--- config.mk ---
export PLATFORM = sky130hd
export DESIGN_NAME = osc_message_parser
export DESIGN_NICKNAME = d
export VERILOG_FILES = /design/src/rtl/osc_mp_pkg.sv /design/src/rtl/osc_mp_step.sv /design/src/rtl/osc_message_parser.sv
export SDC_FILE = /design/constraint.sdc
export NUM_CORES = 1
export LEC_CHECK = 0
export ABC_CLOCK_PERIOD_IN_PS = 5000
export BUFFER_PORTS_ARGS = -buffer_cell sky130_fd_sc_hd__buf_2
export CORE_ASPECT_RATIO = 0.7
export CORE_UTILIZATION = 59
export DETAILED_ROUTE_END_ITERATION = 12
export PLACE_DENSITY = 0.86
export SETUP_SLACK_MARGIN = 0.02
export SLEW_MARGIN = 25
export SYNTH_ARGS = -nofsm -noshare
export SYNTH_HDL_FRONTEND = slang
export SYNTH_HIERARCHICAL = 1
export SYNTH_SLANG_ARGS = --single-unit
export TNS_END_PERCENT = 5
--- constraint.sdc ---
create_clock -name clk_i -period 5 [get_ports clk_i]
set_input_delay 0 -clock clk_i [delete_from_list [all_inputs] [get_ports clk_i]]
set_output_delay 0 -clock clk_i [all_outputs]
set_load 0.1 [all_outputs]
--- src/rtl/osc_mp_pkg.sv ---
package osc_mp_pkg;

  // Limits on kept address segments and stored argument tags.
  localparam int MaxSegments = 4;
  localparam int MaxArgs     = 8;

  localparam logic [7:0] CharSlash = 8'h2f;
  localparam logic [7:0] CharComma = 8'h2c;
  localparam logic [7:0] CharNull  = 8'h00;

  typedef enum logic [2:0] {
    PhAddr    = 3'd0,
    PhAddrPad = 3'd1,
    PhTags    = 3'd2,
    PhTagPad  = 3'd3,
    PhArgs    = 3'd4,
    PhDone    = 3'd5
  } phase_e;

  typedef enum logic [2:0] {
    KChar   = 3'd0,
    KSegEnd = 3'd1,
    KTag    = 3'd2,
    KWord   = 3'd3,
    KEmpty  = 3'd4
  } kind_e;

  // Parser context carried from one byte to the next.
  typedef struct packed {
    phase_e      phase;
    logic [1:0]  byte_offset;
    logic        at_head;
    logic [3:0]  seg_count;
    logic [4:0]  tag_count;
    logic [4:0]  arg_count;
    logic [23:0] word_acc;
  } state_t;

  localparam state_t StateReset = '{
    phase:       PhAddr,
    byte_offset: 2'd0,
    at_head:     1'b1,
    seg_count:   4'd0,
    tag_count:   5'd0,
    arg_count:   5'd0,
    word_acc:    24'd0
  };

  // One decoded item, with a flag that says whether the byte produced one.
  typedef struct packed {
    logic        valid;
    kind_e       kind;
    logic [3:0]  index;
    logic [31:0] value;
    logic        last;
  } result_t;

endpackage

--- src/rtl/osc_mp_step.sv ---
module osc_mp_step (
  input  osc_mp_pkg::state_t  state_i,
  input  logic [7:0]          data_byte_i,
  input  logic                packet_start_i,
  output osc_mp_pkg::state_t  state_o,
  output osc_mp_pkg::result_t result_o
);
  import osc_mp_pkg::*;

  state_t     cur;
  logic [1:0] next_off;
  logic       seg_room;
  logic       tag_room;
  logic       last_word;

  always_comb begin
    // A packet start restarts the parser before the byte is handled.
    cur       = packet_start_i ? StateReset : state_i;
    next_off  = cur.byte_offset + 2'd1;
    seg_room  = cur.seg_count < 4'(MaxSegments);
    tag_room  = cur.tag_count < 5'(MaxArgs);
    last_word = ({1'b0, cur.arg_count} + 6'd1) >= {1'b0, cur.tag_count};

    state_o          = cur;
    state_o.at_head  = 1'b0;
    result_o         = '0;
    result_o.kind    = KChar;

    if (cur.phase != PhDone) begin
      state_o.byte_offset = next_off;
    end

    unique case (cur.phase)
      PhAddr: begin
        if (data_byte_i == CharNull) begin
          if (seg_room) begin
            result_o.valid    = 1'b1;
            result_o.kind     = KSegEnd;
            result_o.index    = cur.seg_count;
            state_o.seg_count = cur.seg_count + 4'd1;
          end
          state_o.phase = (next_off == 2'd0) ? PhTags : PhAddrPad;
        end else if (data_byte_i == CharSlash) begin
          // A slash at the very first byte only opens the address.
          if (!cur.at_head && seg_room) begin
            result_o.valid    = 1'b1;
            result_o.kind     = KSegEnd;
            result_o.index    = cur.seg_count;
            state_o.seg_count = cur.seg_count + 4'd1;
          end
        end else if (seg_room) begin
          result_o.valid = 1'b1;
          result_o.kind  = KChar;
          result_o.index = cur.seg_count;
          result_o.value = {24'd0, data_byte_i};
        end
      end
      PhAddrPad: begin
        if (next_off == 2'd0) begin
          state_o.phase = PhTags;
        end
      end
      PhTags: begin
        if (data_byte_i == CharNull) begin
          if (cur.tag_count == 5'd0) begin
            result_o.valid = 1'b1;
            result_o.kind  = KEmpty;
            result_o.last  = 1'b1;
            state_o.phase  = PhDone;
          end else begin
            state_o.phase = (next_off == 2'd0) ? PhArgs : PhTagPad;
          end
        end else if (data_byte_i != CharComma && tag_room) begin
          result_o.valid    = 1'b1;
          result_o.kind     = KTag;
          result_o.index    = cur.tag_count[3:0];
          result_o.value    = {24'd0, data_byte_i};
          state_o.tag_count = cur.tag_count + 5'd1;
        end
      end
      PhTagPad: begin
        if (next_off == 2'd0) begin
          state_o.phase = PhArgs;
        end
      end
      PhArgs: begin
        if (cur.byte_offset != 2'd3) begin
          state_o.word_acc = {cur.word_acc[15:0], data_byte_i};
        end else begin
          result_o.valid    = 1'b1;
          result_o.kind     = KWord;
          result_o.index    = cur.arg_count[3:0];
          result_o.value    = {cur.word_acc, data_byte_i};
          result_o.last     = last_word;
          state_o.word_acc  = 24'd0;
          state_o.arg_count = cur.arg_count + 5'd1;
          if (last_word) begin
            state_o.phase = PhDone;
          end
        end
      end
      PhDone: begin
        state_o.phase = PhDone;
      end
      default: begin
        state_o.phase = PhDone;
      end
    endcase
  end

endmodule

--- src/rtl/osc_message_parser.sv ---
// Channel  Direction  Handshake                Payload
// in       sink       in_valid_i / in_stall_o  data_byte_i, packet_start_i
// out      source     out_valid_o / out_stall_i kind_o, item_index_o, item_value_o,
//                                              message_end_o
//
// A byte's result goes through the input and the output register: the byte is
// accepted into the input register and sits there while the decode step works
// on it, and the result is loaded into the output register when the step runs.
// One byte is accepted every cycle while the output side keeps taking results.
// Reset returns the parser to the start of the address and empties both
// registers. A stalled output holds its request and stops the decode step; the
// input stalls only while its register is full and cannot move on.
module osc_message_parser (
  input  logic        clk_i,
  input  logic        rst_ni,
  input  logic        in_valid_i,
  output logic        in_stall_o,
  input  logic [7:0]  data_byte_i,
  input  logic        packet_start_i,
  output logic        out_valid_o,
  input  logic        out_stall_i,
  output logic [2:0]  kind_o,
  output logic [3:0]  item_index_o,
  output logic [31:0] item_value_o,
  output logic        message_end_o
);
  import osc_mp_pkg::*;

  // Input register holding one accepted byte.
  logic       in_valid_q, in_valid_d;
  logic [7:0] in_byte_q;
  logic       in_start_q;

  // Parser context, advanced once for every byte that passes the decode step.
  state_t  state_q, state_d;
  result_t result;

  // Output register.
  logic        out_valid_q, out_valid_d;
  logic [2:0]  out_kind_q;
  logic [3:0]  out_index_q;
  logic [31:0] out_value_q;
  logic        out_last_q;

  logic in_take;
  logic step_go;

  // The decode step may run when the output register is empty or is being
  // emptied in this cycle; a byte with no result simply updates the context.
  assign step_go    = in_valid_q && (!out_valid_q || !out_stall_i);
  assign in_stall_o = in_valid_q && !step_go;
  assign in_take    = in_valid_i && !in_stall_o;

  osc_mp_step u_step (
    .state_i        (state_q),
    .data_byte_i    (in_byte_q),
    .packet_start_i (in_start_q),
    .state_o        (state_d),
    .result_o       (result)
  );

  always_comb begin
    if (in_take) begin
      in_valid_d = 1'b1;
    end else if (step_go) begin
      in_valid_d = 1'b0;
    end else begin
      in_valid_d = in_valid_q;
    end

    if (step_go) begin
      out_valid_d = result.valid;
    end else begin
      out_valid_d = out_valid_q && out_stall_i;
    end
  end

  always_ff @(posedge clk_i or negedge rst_ni) begin
    if (!rst_ni) begin
      in_valid_q  <= 1'b0;
      out_valid_q <= 1'b0;
      state_q     <= StateReset;
    end else begin
      in_valid_q  <= in_valid_d;
      out_valid_q <= out_valid_d;
      if (step_go) begin
        state_q <= state_d;
      end
    end
  end

  always_ff @(posedge clk_i) begin
    if (in_take) begin
      in_byte_q  <= data_byte_i;
      in_start_q <= packet_start_i;
    end
    if (step_go && result.valid) begin
      out_kind_q  <= result.kind;
      out_index_q <= result.index;
      out_value_q <= result.value;
      out_last_q  <= result.last;
    end
  end

  assign out_valid_o   = out_valid_q;
  assign kind_o        = out_kind_q;
  assign item_index_o  = out_index_q;
  assign item_value_o  = out_value_q;
  assign message_end_o = out_last_q;

  // The message end flag only closes a message on an argument word or an
  // empty-message marker.
  a_end_kind : assert property (@(posedge clk_i) disable iff (!rst_ni)
    out_valid_o && message_end_o |-> (kind_o == KWord || kind_o == KEmpty))
    else $error("message end on a wrong kind");

  // Address items never carry a segment index past the kept limit.
  a_seg_index : assert property (@(posedge clk_i) disable iff (!rst_ni)
    out_valid_o && (kind_o == KChar || kind_o == KSegEnd)
      |-> item_index_o < 4'(MaxSegments))
    else $error("segment index out of range");

  // Stored tag count never exceeds the argument limit.
  a_tag_limit : assert property (@(posedge clk_i) disable iff (!rst_ni)
    state_q.tag_count <= 5'(MaxArgs))
    else $error("too many stored tags");

  // The input stalls only while its register holds a byte that cannot move.
  a_stall_cause : assert property (@(posedge clk_i) disable iff (!rst_ni)
    in_stall_o |-> in_valid_q && out_valid_q && out_stall_i)
    else $error("input stalled without cause");

  // A byte held in the input register while the output is free is decoded
  // and leaves the register unless a new byte replaces it.
  a_drain : assert property (@(posedge clk_i) disable iff (!rst_ni)
    in_valid_q && !out_valid_q && !in_take |=> !in_valid_q)
    else $error("input register did not drain");

endmodule

==> metrics.yaml <==
power_density_nw_per_um2: 331
syn_area_um2: 4860
placementRows: 27
antenna_found_initial: 0
synth-seq-area-share: 0.540
hold_viol_final: 0
drt_iter0_drc: 320
r2r_slack_ns: 1.50
p_int_mw: 1.27
drt-total-wl_um: 10600
drv_cap: 0
fp.coreArea_um2: 7910
hp-class: "input port to asynchronous set/reset pin"
postRouteAntennaNets: 0
drc: 0
period_share: 0.701
p_clk_frac: 0.352
cp.required_ns: 5.01
startpoint_type: "register"
fp.dieW_um: 110
viasPerCell: 6.26
yosysWarnings: 6
max_slew_margin: 0.383
vias: 3636
antennaDiodeCount: 0
worst_ir_drop_vdd_uv: 340
fillers: 544
initial_utilization: 0.614
clockBufferDepth: 2
worst-setup-path-type: "register to register"
skew_ns: 0.00805
clock_sinks: 95
synth_ff_type: "edfxtp_1"
setup_viol: 0
h-tree-depth: 3
reg2regPathDepth: 8
dpl.hpwl_um: 6860
dr.pass1.iters: 5
synth.distinct_cells: 61
clk-insertion-delay-late_ns: 0.34
grt_pass1_wl_um: 17200
drive_gt1_frac: 0.273
area_delta_synth_final_pct: 15.4
outcome: "complete, no violations"
grt_setup_unrepaired: "no"
cts_tree: "built"
die_area_um2: 8600
ios: 55
tns_ns: 0
switching_share: 0.313
syn_inst: 418
post_cts_resized: 0
reg2reg_to: "item_value_o[1]"
placedCellCount: 553
cts_root_buf: "clkbuf_16"
synth_seq_cells: 95
routedWlPerCell_um: 18.2
worstReg2RegStart: "in_start_q"
worstMarginPinSlew_ns: 0.925
crit_arrival_ns: 3.51
fin_cells: 581
max_freq_ghz: 0.285
grt_max_degree: 62
crit_fanout: 31
syn_avg_cell_area_um2: 11.6
grt_pass1_vias: 3556
cellLeakagePower_nw: 2.45
power_frac_seq: 0.480
synth_edf_count: 49
gp_congestion: 0.843
port_buffers: 54
endpoint_kind: "register"
drv_slew: 0
p_comb_frac: 0.169
fin_nets: 502
ys_async_sr_fraction: 0.484
crit_path_start: "in_start_q"
syn_nets: 445
grt_usage: 0.259
die_h_um: 77.9
power.net_switching_mw: 0.580
grt_overflow: 0
cts_buffers: 9
period_needed_ns: 3.50
clk_pin_slew_worst_paths_ns: 0.07
-- registers in the layout, summed over array words and instances, names as in the netlist --
signal,cells
in_byte_q,8
in_start_q,1
in_valid_q,1
item_index_o,4
item_value_o,32
kind_o,3
message_end_o,1
out_valid_o,1
state_q,44
-- power by group through the flow --
stage	Combinational, mW	Sequential [mW]	Clock [mW]
4_1_cts	0.312	0.888	0.660
2_1_floorplan	0.0918	1.06	0
3_3_place_gp	0.295	0.903	0
6_report	0.313	0.888	0.651
3_5_place_dp	0.304	0.904	0
5_1_grt	0.326	0.892	0.688
-- worst max-delay path, cell delays in order, from the launching register on --
cell and delay (ns):
edfxtp_1 0.59, nor2b_1 0.19, ha_1 0.78, and2_1 0.43, a21oi_4 0.13, nand3_1 0.10, nand2_1 0.10, a21oi_4 0.39
buf_4 0.43
-- per-layer routing --
layer  global-route usage  vias to the layer above  routed length, µm
met5                    0                        -                  0
met2                0.419                      200               4950
met3               0.0625                       23                931
li1                     -                     1643                  -
met1                0.342                     1770               4510
met4               0.0933                        0                182
-- per-stage QoR --
stage	utilization	instance area, µm²	hold slack (ns)	setup WS [ns]	power [mW]
floorplan	-	4860	-0.296	0.849	1.15
global placement	0.656	5180	0.177	1.72	1.20
detailed placement	0.658	5200	-0.0297	1.54	1.21
CTS	0.709	5610	0.139	1.52	1.86
global route	0.709	5610	0.158	1.22	1.91
finish	0.709	5610	0.125	1.50	1.85
-- kinds of logic after synthesis --
family	count (synthesis)	synth area share
other	1	0.000772
buffers and inverters	37	0.0345
XOR/XNOR	8	0.0144
AO/OA/AOI/OAI	67	0.0981
flip-flops	95	0.540
multiplexers	51	0.119
AND/OR/NAND/NOR	145	0.157
adder cells (fa/ha/maj)	14	0.0361
-- worst max path at each step --
stage,slack (ns),endpoint,depth (start not counted)
global placement,1.72,item_index_o[0],8
detailed placement,1.54,item_index_o[0],8
global route,1.22,item_value_o[1],8
finish,1.50,item_value_o[1],8
floorplan,0.85,item_index_o[0],10
CTS,1.52,item_value_o[5],8
-- area by class of cell --
| class | instances | area [µm²] | area share |
|---|---|---|---|
| flip-flops and latches | 95 | 2620 | 0.468 |
| multi-input cells | 286 | 2090 | 0.372 |
| repair buffers | 72 | 448 | 0.0799 |
| clock buffers | 10 | 229 | 0.0408 |
| well taps | 101 | 126 | 0.0225 |
| clock inverters | 6 | 51.3 | 0.00915 |
| inverters | 11 | 41.3 | 0.00737 |
-- cell usage after synthesis (all sizes together) (2+ instances only) --
library cell / instances / area share
a21boi: 8 / 0.015
a21o: 2 / 0.0031
a21oi: 20 / 0.023
a2bb2oi: 2 / 0.0036
a32o: 2 / 0.0041
and2: 4 / 0.0052
and3: 25 / 0.032
buf: 8 / 0.012
clkbuf: 18 / 0.014
dfrtp: 45 / 0.23
edfxtp: 49 / 0.30
ha: 14 / 0.036
inv: 10 / 0.0077
mux2: 50 / 0.12
nand2: 43 / 0.033
nand2b: 3 / 0.0039
nand3: 31 / 0.032
nand4: 2 / 0.0026
nor2: 9 / 0.0070
nor2b: 11 / 0.014
nor3: 4 / 0.0052
nor4: 3 / 0.0039
nor4b: 2 / 0.0049
o211ai: 3 / 0.0046
o21ai: 16 / 0.016
o22ai: 3 / 0.0039
or3: 2 / 0.0026
or4: 2 / 0.0039
xnor2: 3 / 0.0054
xor2: 5 / 0.0090
-- timing repair --
| item | in CTS | in global routing |
|---|---|---|
| endpoints found under the setup margin | 0 | 0 |
| hold buffers | 12 | 0 |
| buffers inserted | 0 | 0 |
| hold endpoints to repair | 57 | 0 |
-- layout by cell type (no fill, tap or decap), types with 4 or more instances in the layout --
| cell | count |
|---|---|
| a21oi_1 | 18 |
| inv_1 | 8 |
| mux2_1 | 5 |
| and3_1 | 25 |
| ha_1 | 14 |
| nand3_1 | 31 |
| mux2_2 | 44 |
| xor2_1 | 5 |
| dlygate4sd3_1 | 12 |
| clkbuf_16 | 9 |
| a21boi_1 | 7 |
| dfrtp_1 | 45 |
| o21ai_1 | 13 |
| buf_2 | 54 |
| nor2_1 | 9 |
| buf_4 | 5 |
| nand2_1 | 43 |
| nor2b_1 | 11 |
| and2_1 | 4 |
| edfxtp_1 | 49 |
Power figures use the tool's default switching activity.
